<file path="src/rtl/drcs_pkg.sv">
// Shared types, widths and helpers for the DRCS font unit parser.
`default_nettype none

package drcs_pkg;

    localparam int DATA_W     = 8;
    localparam int LEN_W      = 24;
    localparam int CODE_W     = 16;
    localparam int BPP_W      = 4;
    localparam int WB_W       = 12;
    localparam int PROD_W     = 20;
    localparam int SIZE_W     = 17;
    localparam int S_TDATA_W  = 32;
    localparam int M_TDATA_W  = 88;
    localparam int M_TUSER_W  = 2;

    typedef enum logic [3:0] {
        PH_COUNT,
        PH_CODE_HI,
        PH_CODE_LO,
        PH_NFONT,
        PH_MODE,
        PH_DEPTH,
        PH_WIDTH,
        PH_HEIGHT,
        PH_CHECK,
        PH_SKIP,
        PH_GEO0,
        PH_GEO1,
        PH_GLEN_HI,
        PH_GLEN_LO,
        PH_DONE,
        PH_FAIL
    } phase_t;

    typedef enum logic [1:0] {
        KIND_FONT = 2'd0,
        KIND_OK   = 2'd1,
        KIND_ERR  = 2'd2
    } kind_t;

    typedef struct packed {
        logic  start;
        logic  step;
        logic  ld_codes;
        logic  dec_codes;
        logic  ld_fonts;
        logic  dec_fonts;
        logic  set_first;
        logic  clr_first;
        logic  ld_code_hi;
        logic  ld_code_lo;
        logic  ld_mode;
        logic  ld_depth;
        logic  ld_width;
        logic  ld_height;
        logic  ld_glen_hi;
        logic  ld_glen_lo;
        logic  ld_skip_size;
        logic  dec_skip;
        logic  out_load;
        kind_t out_kind;
    } dp_cmd_t;

    typedef struct packed {
        logic out_free;
        logic first;
        logic len_zero;
        logic rem_zero;
        logic rem_last;
        logic byte_zero;
        logic byte_bitmap;
        logic codes_one;
        logic fonts_one;
        logic skip_one;
        logic first_font;
        logic glen_zero;
        logic glen_over;
        logic geom_bad;
    } dp_stat_t;

    // Bits per pixel: 1 in mode 0, else smallest b with depth + 2 <= 2^b.
    function automatic logic [BPP_W-1:0] bpp_of(input logic mode0,
                                                input logic [DATA_W-1:0] depth);
        logic [BPP_W-1:0] b;
        if (mode0)              b = 4'd1;
        else if (depth == 8'd0) b = 4'd1;
        else if (depth <= 8'd2) b = 4'd2;
        else if (depth <= 8'd6) b = 4'd3;
        else if (depth <= 8'd14) b = 4'd4;
        else if (depth <= 8'd30) b = 4'd5;
        else if (depth <= 8'd62) b = 4'd6;
        else if (depth <= 8'd126) b = 4'd7;
        else if (depth <= 8'd254) b = 4'd8;
        else                    b = 4'd9;
        return b;
    endfunction

endpackage

`default_nettype wire

</file>
<file path="src/rtl/drcs_font_unit_parser.sv">
// Top level of the DRCS font unit parser: controller plus datapath.
//
//  Channel  Dir  Beat contents
//  s_       in   tdata: data_byte[7:0], unit_length[31:8]; tuser: first_byte
//  m_       out  tdata: font record fields; tuser: kind (font/ok/error)
//
// One byte beat is taken per cycle unless stalled. A bitmap font's height
// beat leads to a check state that tests the registered width*height*bpp
// size against the bytes left in the unit and writes the record of a
// code's first font. s_tready is low there and while the result register
// is full and not drained. Synchronous active-low reset returns the parser
// to the code-count phase with no unit active and no result pending.
`default_nettype none

module drcs_font_unit_parser (
    input  wire logic                            aclk,
    input  wire logic                            aresetn,
    input  wire logic                            s_tvalid,
    output logic                                 s_tready,
    // [7:0] data_byte, [31:8] unit_length
    input  wire logic [drcs_pkg::S_TDATA_W-1:0]  s_tdata,
    // [0] first_byte
    input  wire logic                            s_tuser,
    output logic                                 m_tvalid,
    input  wire logic                            m_tready,
    // [15:0] char_code, [23:16] font_width, [31:24] font_height,
    // [39:32] font_depth, [43:40] bits_per_pixel, [60:44] bitmap_bytes,
    // [84:61] bitmap_offset, [87:85] zero
    output logic [drcs_pkg::M_TDATA_W-1:0]       m_tdata,
    // [1:0] kind
    output logic [drcs_pkg::M_TUSER_W-1:0]       m_tuser
);

    drcs_pkg::dp_cmd_t  cmd;
    drcs_pkg::dp_stat_t stat;

    drcs_ctrl u_ctrl (
        .aclk     (aclk),
        .aresetn  (aresetn),
        .s_tvalid (s_tvalid),
        .s_tready (s_tready),
        .stat     (stat),
        .cmd      (cmd)
    );

    drcs_dp u_dp (
        .aclk     (aclk),
        .aresetn  (aresetn),
        .s_tdata  (s_tdata),
        .s_tuser  (s_tuser),
        .m_tready (m_tready),
        .cmd      (cmd),
        .stat     (stat),
        .m_tvalid (m_tvalid),
        .m_tdata  (m_tdata),
        .m_tuser  (m_tuser)
    );

`ifndef SYNTHESIS
    a_empty_unit_err: assert property (@(posedge aclk) disable iff (!aresetn)
        s_tvalid && s_tready && s_tuser && (s_tdata[31:8] == 24'd0)
        |=> m_tvalid && (m_tuser == drcs_pkg::KIND_ERR))
        else $error("empty unit did not report an error");

    a_record_geom: assert property (@(posedge aclk) disable iff (!aresetn)
        m_tvalid && (m_tuser == drcs_pkg::KIND_FONT)
        |-> (m_tdata[23:16] != 8'd0) && (m_tdata[31:24] != 8'd0)
            && (m_tdata[60:44] != 17'd0))
        else $error("font record with empty geometry");

    a_record_bpp: assert property (@(posedge aclk) disable iff (!aresetn)
        m_tvalid && (m_tuser == drcs_pkg::KIND_FONT)
        |-> (m_tdata[43:40] >= 4'd1) && (m_tdata[43:40] <= 4'd9))
        else $error("bits per pixel out of range");

    a_status_zero: assert property (@(posedge aclk) disable iff (!aresetn)
        m_tvalid && (m_tuser != drcs_pkg::KIND_FONT) |-> (m_tdata == '0))
        else $error("status beat carries record data");

    a_check_stall: assert property (@(posedge aclk) disable iff (!aresetn)
        cmd.ld_height |=> !s_tready)
        else $error("input taken during header check");
`endif

endmodule

`default_nettype wire

</file>
<file path="src/rtl/drcs_dp.sv">
// Datapath: unit counters, header fields, pattern size and result register.
`default_nettype none

module drcs_dp (
    input  wire logic                               aclk,
    input  wire logic                               aresetn,
    input  wire logic [drcs_pkg::S_TDATA_W-1:0]     s_tdata,
    input  wire logic                               s_tuser,
    input  wire logic                               m_tready,
    input  wire drcs_pkg::dp_cmd_t                  cmd,
    output drcs_pkg::dp_stat_t                      stat,
    output logic                                    m_tvalid,
    output logic [drcs_pkg::M_TDATA_W-1:0]          m_tdata,
    output logic [drcs_pkg::M_TUSER_W-1:0]          m_tuser
);

    logic [drcs_pkg::DATA_W-1:0]  data_b;
    logic [drcs_pkg::LEN_W-1:0]   len_in;
    logic [drcs_pkg::LEN_W-1:0]   eff_rem;
    logic [drcs_pkg::LEN_W-1:0]   rem_after;
    logic [drcs_pkg::CODE_W-1:0]  glen;
    logic [drcs_pkg::PROD_W-1:0]  prod_sum;

    logic [drcs_pkg::LEN_W-1:0]   rem_reg;
    logic [drcs_pkg::LEN_W-1:0]   pos_reg;
    logic [drcs_pkg::DATA_W-1:0]  codes_reg;
    logic [drcs_pkg::DATA_W-1:0]  fonts_reg;
    logic                         first_font_reg;
    logic [drcs_pkg::CODE_W-1:0]  code_reg;
    logic                         mode0_reg;
    logic [drcs_pkg::DATA_W-1:0]  depth_reg;
    logic [drcs_pkg::BPP_W-1:0]   bpp_reg;
    logic [drcs_pkg::DATA_W-1:0]  width_reg;
    logic [drcs_pkg::WB_W-1:0]    wb_reg;
    logic [drcs_pkg::DATA_W-1:0]  height_reg;
    logic [drcs_pkg::SIZE_W-1:0]  size_reg;
    logic [drcs_pkg::SIZE_W-1:0]  skip_reg;

    logic                         m_valid_reg;
    logic [drcs_pkg::M_TUSER_W-1:0] m_kind_reg;
    logic [drcs_pkg::M_TDATA_W-1:0] m_data_reg;

    assign data_b    = s_tdata[7:0];
    assign len_in    = s_tdata[31:8];
    assign eff_rem   = s_tuser ? len_in : rem_reg;
    assign rem_after = eff_rem - 24'd1;
    assign glen      = {skip_reg[15:8], data_b};
    assign prod_sum  = wb_reg * data_b + 20'd7;

    always_comb begin
        stat.out_free    = !m_valid_reg || m_tready;
        stat.first       = s_tuser;
        stat.len_zero    = (len_in == '0);
        stat.rem_zero    = (rem_reg == '0);
        stat.rem_last    = (eff_rem == 24'd1);
        stat.byte_zero   = (data_b == '0);
        stat.byte_bitmap = (data_b[3:1] == 3'd0);
        stat.codes_one   = (codes_reg == 8'd1);
        stat.fonts_one   = (fonts_reg == 8'd1);
        stat.skip_one    = (skip_reg == 17'd1);
        stat.first_font  = first_font_reg;
        stat.glen_zero   = (glen == '0);
        stat.glen_over   = (rem_after < {8'h00, glen});
        stat.geom_bad    = (width_reg == '0) || (height_reg == '0)
                           || (rem_reg < {7'd0, size_reg});
    end

    // Unit position and remaining count are control state.
    always_ff @(posedge aclk) begin
        if (!aresetn) begin
            rem_reg <= '0;
            pos_reg <= '0;
        end else if (cmd.step) begin
            rem_reg <= rem_after;
            pos_reg <= (cmd.start ? '0 : pos_reg) + 24'd1;
        end else if (cmd.start) begin
            rem_reg <= len_in;
            pos_reg <= '0;
        end
    end

    always_ff @(posedge aclk) begin
        if (cmd.ld_codes)  codes_reg <= data_b;
        else if (cmd.dec_codes) codes_reg <= codes_reg - 8'd1;
        if (cmd.ld_fonts)  fonts_reg <= data_b;
        else if (cmd.dec_fonts) fonts_reg <= fonts_reg - 8'd1;
        if (cmd.set_first) first_font_reg <= 1'b1;
        else if (cmd.clr_first) first_font_reg <= 1'b0;
        if (cmd.ld_code_hi) code_reg[15:8] <= data_b;
        if (cmd.ld_code_lo) code_reg[7:0]  <= data_b;
        if (cmd.ld_mode)    mode0_reg <= (data_b[3:0] == 4'd0);
        if (cmd.ld_depth) begin
            depth_reg <= data_b;
            bpp_reg   <= drcs_pkg::bpp_of(mode0_reg, data_b);
        end
        if (cmd.ld_width) begin
            width_reg <= data_b;
            wb_reg    <= bpp_reg * data_b;
        end
        if (cmd.ld_height) begin
            height_reg <= data_b;
            size_reg   <= prod_sum[19:3];
        end
        if (cmd.ld_glen_hi)        skip_reg <= {1'b0, data_b, 8'h00};
        else if (cmd.ld_glen_lo)   skip_reg <= {1'b0, glen};
        else if (cmd.ld_skip_size) skip_reg <= size_reg;
        else if (cmd.dec_skip)     skip_reg <= skip_reg - 17'd1;
    end

    // Result register: load a record or a status beat, drop on handoff.
    always_ff @(posedge aclk) begin
        if (!aresetn) begin
            m_valid_reg <= 1'b0;
        end else if (cmd.out_load) begin
            m_valid_reg <= 1'b1;
        end else if (m_tready) begin
            m_valid_reg <= 1'b0;
        end
    end

    always_ff @(posedge aclk) begin
        if (cmd.out_load) begin
            m_kind_reg <= cmd.out_kind;
            if (cmd.out_kind == drcs_pkg::KIND_FONT) begin
                m_data_reg <= {3'b000, pos_reg, size_reg, bpp_reg, depth_reg,
                               height_reg, width_reg, code_reg};
            end else begin
                m_data_reg <= '0;
            end
        end
    end

    assign m_tvalid = m_valid_reg;
    assign m_tdata  = m_data_reg;
    assign m_tuser  = m_kind_reg;

endmodule

`default_nettype wire

</file>
<file path="src/rtl/drcs_ctrl.sv">
// Controller: parse phase state machine and datapath command decode.
`default_nettype none

module drcs_ctrl (
    input  wire logic                aclk,
    input  wire logic                aresetn,
    input  wire logic                s_tvalid,
    output logic                     s_tready,
    input  wire drcs_pkg::dp_stat_t  stat,
    output drcs_pkg::dp_cmd_t        cmd
);

    drcs_pkg::phase_t state_reg;
    drcs_pkg::phase_t state_next;
    drcs_pkg::phase_t ph;
    logic             accept;
    logic             err;

    function automatic drcs_pkg::phase_t after_code(input logic codes_one);
        return codes_one ? drcs_pkg::PH_DONE : drcs_pkg::PH_CODE_HI;
    endfunction

    function automatic drcs_pkg::phase_t after_font(input logic fonts_one,
                                                    input logic codes_one);
        return fonts_one ? after_code(codes_one) : drcs_pkg::PH_MODE;
    endfunction

    assign s_tready = (state_reg != drcs_pkg::PH_CHECK) && stat.out_free;
    assign accept   = s_tvalid && s_tready;

    always_ff @(posedge aclk) begin
        if (!aresetn) begin
            state_reg <= drcs_pkg::PH_COUNT;
        end else begin
            state_reg <= state_next;
        end
    end

    always_comb begin
        cmd        = '0;
        state_next = state_reg;
        ph         = state_reg;
        err        = 1'b0;
        if (state_reg == drcs_pkg::PH_CHECK) begin
            // Header check of a bitmap font, entered in the cycle after the height beat.
            if (stat.out_free) begin
                if (stat.geom_bad) begin
                    cmd.out_load = 1'b1;
                    cmd.out_kind = drcs_pkg::KIND_ERR;
                    state_next   = drcs_pkg::PH_FAIL;
                end else begin
                    cmd.out_load     = stat.first_font;
                    cmd.out_kind     = drcs_pkg::KIND_FONT;
                    cmd.clr_first    = 1'b1;
                    cmd.ld_skip_size = 1'b1;
                    state_next       = drcs_pkg::PH_SKIP;
                end
            end
        end else if (accept) begin
            if (stat.first && stat.len_zero) begin
                cmd.start    = 1'b1;
                cmd.out_load = 1'b1;
                cmd.out_kind = drcs_pkg::KIND_ERR;
                state_next   = drcs_pkg::PH_FAIL;
            end else if (stat.first || !stat.rem_zero) begin
                cmd.start = stat.first;
                cmd.step  = 1'b1;
                ph        = stat.first ? drcs_pkg::PH_COUNT : state_reg;
                state_next = ph;
                unique case (ph)
                    drcs_pkg::PH_COUNT: begin
                        cmd.ld_codes = 1'b1;
                        state_next   = stat.byte_zero ? drcs_pkg::PH_DONE
                                                      : drcs_pkg::PH_CODE_HI;
                    end
                    drcs_pkg::PH_CODE_HI: begin
                        cmd.ld_code_hi = 1'b1;
                        state_next     = drcs_pkg::PH_CODE_LO;
                    end
                    drcs_pkg::PH_CODE_LO: begin
                        cmd.ld_code_lo = 1'b1;
                        state_next     = drcs_pkg::PH_NFONT;
                    end
                    drcs_pkg::PH_NFONT: begin
                        cmd.ld_fonts  = 1'b1;
                        cmd.set_first = 1'b1;
                        if (stat.byte_zero) begin
                            cmd.dec_codes = 1'b1;
                            state_next    = after_code(stat.codes_one);
                        end else begin
                            state_next = drcs_pkg::PH_MODE;
                        end
                    end
                    drcs_pkg::PH_MODE: begin
                        cmd.ld_mode = 1'b1;
                        state_next  = stat.byte_bitmap ? drcs_pkg::PH_DEPTH
                                                       : drcs_pkg::PH_GEO0;
                    end
                    drcs_pkg::PH_DEPTH: begin
                        cmd.ld_depth = 1'b1;
                        state_next   = drcs_pkg::PH_WIDTH;
                    end
                    drcs_pkg::PH_WIDTH: begin
                        cmd.ld_width = 1'b1;
                        state_next   = drcs_pkg::PH_HEIGHT;
                    end
                    drcs_pkg::PH_HEIGHT: begin
                        cmd.ld_height = 1'b1;
                        state_next    = drcs_pkg::PH_CHECK;
                    end
                    drcs_pkg::PH_SKIP: begin
                        cmd.dec_skip = 1'b1;
                        if (stat.skip_one) begin
                            cmd.clr_first = 1'b1;
                            cmd.dec_fonts = 1'b1;
                            cmd.dec_codes = stat.fonts_one;
                            state_next    = after_font(stat.fonts_one, stat.codes_one);
                        end
                    end
                    drcs_pkg::PH_GEO0: begin
                        state_next = drcs_pkg::PH_GEO1;
                    end
                    drcs_pkg::PH_GEO1: begin
                        state_next = drcs_pkg::PH_GLEN_HI;
                    end
                    drcs_pkg::PH_GLEN_HI: begin
                        cmd.ld_glen_hi = 1'b1;
                        state_next     = drcs_pkg::PH_GLEN_LO;
                    end
                    drcs_pkg::PH_GLEN_LO: begin
                        cmd.ld_glen_lo = 1'b1;
                        if (stat.glen_over) begin
                            err = 1'b1;
                        end else if (stat.glen_zero) begin
                            cmd.clr_first = 1'b1;
                            cmd.dec_fonts = 1'b1;
                            cmd.dec_codes = stat.fonts_one;
                            state_next    = after_font(stat.fonts_one, stat.codes_one);
                        end else begin
                            state_next = drcs_pkg::PH_SKIP;
                        end
                    end
                    drcs_pkg::PH_DONE: begin
                        state_next = drcs_pkg::PH_DONE;
                    end
                    drcs_pkg::PH_FAIL: begin
                        state_next = drcs_pkg::PH_FAIL;
                    end
                    drcs_pkg::PH_CHECK: begin
                        state_next = drcs_pkg::PH_CHECK;
                    end
                    default: begin
                        state_next = drcs_pkg::PH_FAIL;
                    end
                endcase
                if (err) begin
                    cmd.out_load = 1'b1;
                    cmd.out_kind = drcs_pkg::KIND_ERR;
                    state_next   = drcs_pkg::PH_FAIL;
                end else if (stat.rem_last && ph != drcs_pkg::PH_FAIL
                             && ph != drcs_pkg::PH_HEIGHT) begin
                    // Last beat of the unit: report whether the lists completed.
                    cmd.out_load = 1'b1;
                    cmd.out_kind = (state_next == drcs_pkg::PH_DONE)
                                   ? drcs_pkg::KIND_OK : drcs_pkg::KIND_ERR;
                end
            end
        end
    end

endmodule

`default_nettype wire

</file>
<file path="config.mk">
export PLATFORM = sky130hd
export DESIGN_NAME = drcs_font_unit_parser
export DESIGN_NICKNAME = d
export VERILOG_FILES = /design/src/rtl/drcs_pkg.sv /design/src/rtl/drcs_font_unit_parser.sv /design/src/rtl/drcs_dp.sv /design/src/rtl/drcs_ctrl.sv
export SDC_FILE = /design/constraint.sdc
export NUM_CORES = 1
export LEC_CHECK = 0
export ABC_AREA = 1
export ABC_CLOCK_PERIOD_IN_PS = 6100
export BUFFER_PORTS_ARGS = -buffer_cell sky130_fd_sc_hd__buf_2
export CORE_MARGIN = 10
export CORE_UTILIZATION = 52
export CTS_CLUSTER_SIZE = 40
export DETAILED_ROUTE_END_ITERATION = 10
export GPL_TIMING_DRIVEN = 0
export PLACE_DENSITY = 0.7
export SYNTH_ARGS = -nofsm -noshare
export SYNTH_HDL_FRONTEND = slang
export SYNTH_HIERARCHICAL = 1
export SYNTH_SLANG_ARGS = --single-unit
export TNS_END_PERCENT = 5
</file>
<file path="constraint.sdc">
create_clock -name aclk -period 6.1 [get_ports aclk]
set_clock_uncertainty 0.2 [all_clocks]
set_input_delay 0.305 -clock aclk [delete_from_list [all_inputs] [get_ports aclk]]
set_output_delay 0.305 -clock aclk [all_outputs]
set_load 0.02 [all_outputs]
</file>
==> metrics.csv, run 1 <==
metric,value,unit
status,completed,
cts_setup_buffers,0,
critPathLaunchType,input pin,
insertion_delay,0.54,ns
fin_nets,2555,
worstMarginPinSlew,1.24,ns
cp_max_fo,10,
p_seq_frac,0.386,
wire_per_inst,16.9,um
synth_seq_area_share,0.391,
root_buffer,clkbuf_16,
p_clk_frac,0.323,
cellInternalPower,0.00356,W
postPlaceCellArea,0.0187,mm^2
synth-main-ff-cell,edfxtp_1,
start_util,0.532,
cts_sinks,248,
die_area,0.0413,mm^2
mostFrequentLayoutCell,nand2_1,
drive_gt1_frac,0.121,
power.share.switching,0.333,
required,6.18,ns
die_h,203,um
endpoint_kind,flop,
ioPinCount,129,
cp.arrival,5.90,ns
synth_warnings,6,
post-place-ws,-0.0695,ns
comb_power_share,0.290,
antenna_found_initial,0,
io_buffers,124,
slowest_delay,0.59,ns
synth_area_per_cell,8.04,um^2
cp-startpoint,s_tdata[2],
finalPower,0.00533,W
hold_path_class,input pin to flop,
p_switching,0.00177,W
clk_pin_slew_worst_paths,0.06,ns
crit_type,input pin to flop,
num_antenna_cells,0,
ys_top_cells_by_area,"edfxtp_1, nand2_1, inv_1",
ant_nets,0,
drt_iter0_drc,1435,
area_growth,14.1,%
cp-endpoint,u_dp/size_reg[12]$_DFFE_PP_,
die_x,203,um
crit_buf_inv,7,
p_leak,9.50,nW
first_global_vias,14300,
overflow,0,
path_delay_family,adder cells,
power.density,268,mW/mm^2
fmax,172,MHz
synth-edff-count,185,
timing.slew.headroom,0.173,
rsz0062_at_grt,yes,
ys_ff_latch,248,
htree_levels,1,
slew_violations,0,
grt_usage,0.228,
cts_tree,done,
irDropWorstVdd,0.000206,V
num_rows,66,
worstPathCellList,dlygate4sd3_1 > buf_2 > clkbuf_1 > buf_1 > nand2_1 > inv_1 > fa_1 > fa_1 > fa_1 > inv_1 > fa_1 > inv_1 > ha_1 > a21oi_1 > nor2_1 > nor2_1 > nand2_1 > a21oi_1 > o21ai_0 > xor2_1,
grt_pass1_wl,76200,um
period_needed,5.83,ns
maxCapViolCount,0,
async_flop_share,0,
netlist_area,0.0174,mm^2
yosysUniqueCellTypes,61,
final_cell_mix,"nand2_1, inv_1, nor2_1",
vias,14700,
min_path_cells,5,
crit_path_frequent_cell,fa_1,
dp_hpwl,36700,um
cp.depth,20,
r2r-end,u_dp/m_tdata[42]$_SDFFCE_PP0P_,
reg2reg_from,u_dp/rem_reg[1]$_SDFFE_PN0P_,
finalSetupViolCount,0,
grt_max_degree,72,
drt-total-wl,47700,um
synth_top_area_frac,0.319,
timing_hold_violations_final,0,
core,0.0328,mm^2
period_share,0.955,
drc_errors,0,
via_per_inst,5.23,
netlist_instances,2168,
netlist.top_cell.by_area,edfxtp_1,
largest_register_ffs,85,
r2r_slack,0.39,ns
place_congestion,0.928,
rr_worst_depth,34,
cp_slowest_cell,clkbuf_1,
worst_slack,0.275,ns
first_pass_iters,6,
stdcell_area,0.0199,mm^2
clockBufferDepth,3,
cts_buffers,28,
per-layer routing:
metal / share of wire / vias to the layer above / global-route usage
met1: 0.44 / 6921 / 0.312
met2: 0.47 / 518 / 0.378
met3: 0.077 / 64 / 0.0320
met4: 0.018 / 0 / 0.0509
li1: - / 7216 / -
met5: 0 / - / 0
worst min-delay path by stage:
stage                                     start                                to  slack (ns)
3_3_place_gp   u_dp/first_font_reg$_SDFFE_PP1P_  u_dp/first_font_reg$_SDFFE_PP1P_        0.24
5_1_grt                             s_tdata[12]      u_dp/rem_reg[4]$_SDFFE_PN0P_        0.06
3_5_place_dp   u_dp/first_font_reg$_SDFFE_PP1P_  u_dp/first_font_reg$_SDFFE_PP1P_        0.24
6_report                             s_tdata[8]      u_dp/rem_reg[0]$_SDFFE_PN0P_        0.03
2_1_floorplan                        s_tdata[0]        u_dp/code_reg[0]$_DFFE_PP_        0.20
4_1_cts                              s_tdata[8]      u_dp/rem_reg[0]$_SDFFE_PN0P_        0.01
cell usage after synthesis (9+ instances only):
| master | instances |
|---|---|
| xor2_1 | 42 |
| nand2_1 | 454 |
| nor3_1 | 26 |
| clkbuf_1 | 53 |
| a21oi_1 | 84 |
| a31oi_1 | 23 |
| inv_2 | 9 |
| fa_1 | 71 |
| o22ai_1 | 13 |
| xnor2_1 | 12 |
| nand3_1 | 83 |
| nor2_1 | 237 |
| dfxtp_1 | 63 |
| nor4_1 | 12 |
| nand4_1 | 25 |
| o21ai_1 | 10 |
| o21ai_0 | 80 |
| or2_2 | 10 |
| inv_1 | 434 |
| edfxtp_1 | 185 |
| ha_1 | 96 |
| nand2_2 | 18 |
| nor2_2 | 19 |
what timing repair did:
action,CTS,global route
setup endpoints to repair,0,52
gates resized for setup,0,9
hold buffers,24,0
endpoints found under the hold margin,59,0
worst reg2reg max path, delay by kind of cell, from the launching register on:
family	cells	cell delay [ns]
simple gates	23	2.50
compound gates	2	0.21
fa+ha+maj	2	0.60
flops	1	0.32
xor+xnor	1	0.25
buf+inv	6	1.36
per-stage QoR:
stage               setup TNS [ns]  std cells  utilization  hold slack [ns]
detailed placement          -0.325       2739        0.570            0.243
finish                           0       2815        0.607           0.0331
global placement            -68.02       2736        0.568            0.240
CTS                              0       2815        0.607           0.0108
global route                -0.557       2815        0.607           0.0645
floorplan                        0       2170            -            0.204
power groups by stage:
stage | Combinational (W) | Sequential (W) | Clock, W
4_1_cts | 0.00154 | 0.00206 | 0.00176
5_1_grt | 0.00175 | 0.00207 | 0.00181
3_3_place_gp | 0.00149 | 0.00210 | 0
2_1_floorplan | 0.00108 | 0.00212 | 0
6_report | 0.00155 | 0.00206 | 0.00172
3_5_place_dp | 0.00151 | 0.00209 | 0
cells by family (layout without fill, tap and decap cells):
kind of cell	count (synthesis)	after routing	synth area share
other cells	1	3	0.000215
compound gates	257	257	0.0847
buf+inv	533	736	0.121
xor+xnor	54	54	0.0271
simple gates	908	908	0.226
flops	248	248	0.391
fa+ha+maj	167	167	0.150
cell type report:
cell class                      instances  area, um^2
Fill cell                            2986       12900
Sequential cell                       248        6820
Buffer                                 87         434
Clock inverter                         15         168
Timing Repair Buffer                  151         923
Clock buffer                           37         787
Multi-Input combinational cell       1389        8530
Tap cell                              442         553
Inverter                              446        1680
Power figures use the tool's default switching activity.
==> inputs of run 2 (changes only) <==
ABC_CLOCK_PERIOD_IN_PS = 7100   (was 6100)
CORE_UTILIZATION = 30   (was 52)
PLACE_DENSITY = 0.45   (was 0.7)
clock period = 7.1 ns   (was 6.1 ns; I/O delays follow)
==> run 2 against run 1 <==
Combinational power shrank 14%. Sequential power decreased by 14%. Final cell count rose by 11%. Design area increased by 1.5%. Largest power group unchanged.
==> metrics.csv, run 2 (same netlist as run 1, synthesis figures left out) <==
metric,value,unit
status,completed,
r2r_slack,0.69,ns
hold_buffers,20,
crit_type,input pin to flop,
min_path_cells,5,
use_met1,0.193,
drt_iter0_drc,894,
hold_path_class,input pin to flop,
start_util,0.303,
finalPower,0.00453,W
power.density,224,mW/mm^2
ctsResizeCount,0,
cp_max_fo,10,
r2r-end,u_dp/m_tdata[63]$_SDFFCE_PP0P_,
first_global_vias,14600,
setup-tns-final,0,ns
overflow,0,
post-place-ws,0.491,ns
die_x,261,um
grt_use_met2,0.269,
drive_gt1_frac,0.120,
cts_tree,done,
p_leak,9.45,nW
grt.met3_usage,0.0201,
maxCapViolCount,0,
hold_end,u_dp/rem_reg[22]$_SDFFE_PN0P_,
period_needed,6.48,ns
first_pass_iters,5,
crit_buf_inv,6,
cts_setup_buffers,0,
fmax,154,MHz
ant_nets,0,
io_buffers,124,
drc_errors,0,
vias,14600,
fin_nets,2553,
timing_hold_violations_final,0,
worstMarginPinSlew,1.23,ns
num_rows,88,
endpoint_kind,flop,
cts_sinks,248,
cts_buffers,29,
grt_max_degree,66,
die_h,261,um
area_growth,15.9,%
htree_levels,1,
core,0.0576,mm^2
finalSetupViolCount,0,
rr_worst_depth,33,
clk_pin_slew_worst_paths,0.06,ns
whs,0.0283,ns
place_congestion,0.887,
cp.arrival,6.56,ns
mostFrequentLayoutCell,nand2_1,
ioPinCount,129,
critPathLaunchType,input pin,
slew_violations,0,
num_antenna_cells,0,
timing.slew.headroom,0.179,
crit_path_frequent_cell,nand2_1,
die_area,0.0682,mm^2
slowest_delay,0.74,ns
reg2reg_from,u_dp/rem_reg[1]$_SDFFE_PN0P_,
required,7.18,ns
final_cell_mix,"nand2_1, inv_1, nor2_1",
root_buffer,clkbuf_16,
rsz0062_at_grt,no,
via_per_inst,4.64,
period_share,0.913,
path_delay_family,simple AND/OR/NAND/NOR gates,
grt_pass1_wl,82200,um
clockBufferDepth,3,
drt-total-wl,52900,um
wire_per_inst,16.9,um
dp_hpwl,41000,um
grt-busiest-layer,met2,
antenna_found_initial,1,
cp_slowest_cell,clkbuf_1,
largest_register_ffs,85,
worst_slack,0.619,ns
insertion_delay,0.57,ns
grt_usage,0.153,
hp-start,s_tdata[30],
irDropWorstVdd,0.000172,V
[run 2: changes by cell type in the layout (fill, tap and decap cells not counted), moves of 2 or more]
cell,before,now
buf_6,6,8
bufinv_16,3,1
clkbuf_2,8,4
clkinv_1,3,7
clkinv_2,4,8
dlygate4sd3_1,24,20
inv_6,1,3
[run 2: worst reg2reg max path: cells and delay by family (launching register included)]
kind	cells	cell delay, ns
adder cells (fa/ha/maj)	2	0.60
AND/OR/NAND/NOR	23	2.68
XOR/XNOR	1	0.34
buffers and inverters	5	1.77
AO/OA/AOI/OAI	2	0.19
flip-flops	1	0.34
[run 2: metrics by stage]
step           instance area, um^2  utilization  std cells
3_3_place_gp                 19000        0.330       3059
5_1_grt                      20200        0.351       3135
2_1_floorplan                17400            -       2170
3_5_place_dp                 19100        0.332       3063
6_report                     20200        0.351       3135
4_1_cts                      20200        0.351       3135
[run 2: how the worst max path moves through the flow]
stage	cells after the start	to	start
after floorplan	22	u_dp/m_tdata[0]$_SDFFCE_PP0P_	s_tuser
after global placement	19	u_dp/m_tdata[41]$_SDFFCE_PP0P_	s_tuser
after detailed placement	32	u_dp/m_tdata[62]$_SDFFCE_PP0P_	s_tuser
after CTS	35	u_dp/m_tdata[62]$_SDFFCE_PP0P_	s_tdata[9]
after global routing	35	u_dp/m_tdata[61]$_SDFFCE_PP0P_	s_tdata[9]
final	35	u_dp/m_tdata[63]$_SDFFCE_PP0P_	s_tdata[9]
[run 2: final cells by class]
| class | count | area [um^2] |
|---|---|---|
| buffer | 87 | 429 |
| clock buffer | 33 | 761 |
| clock inverter | 19 | 126 |
| fill | 6071 | 37400 |
| inverter | 446 | 1680 |
| multi-input combinational | 1389 | 8530 |
| sequential | 248 | 6820 |
| tap | 765 | 957 |
| timing repair buffer | 148 | 898 |
[run 2: power breakdown]
| part | total (W) | switching (W) | leakage, nW | internal [W] |
|---|---|---|---|---|
| Clock | 0.00141 | 0.000614 | 0.442 | 0.000800 |
| Sequential | 0.00177 | 0.0000656 | 2.19 | 0.00171 |
| Combinational | 0.00134 | 0.000886 | 6.82 | 0.000454 |
| Total | 0.00453 | 0.00157 | 9.45 | 0.00296 |
[run 2: routing by layer]
| layer | wire [um] | share of wire |
|---|---|---|
| met5 | 0 | 0 |
| met4 | 1470 | 0.028 |
| met3 | 2420 | 0.046 |
| met2 | 25800 | 0.49 |
| met1 | 23200 | 0.44 |
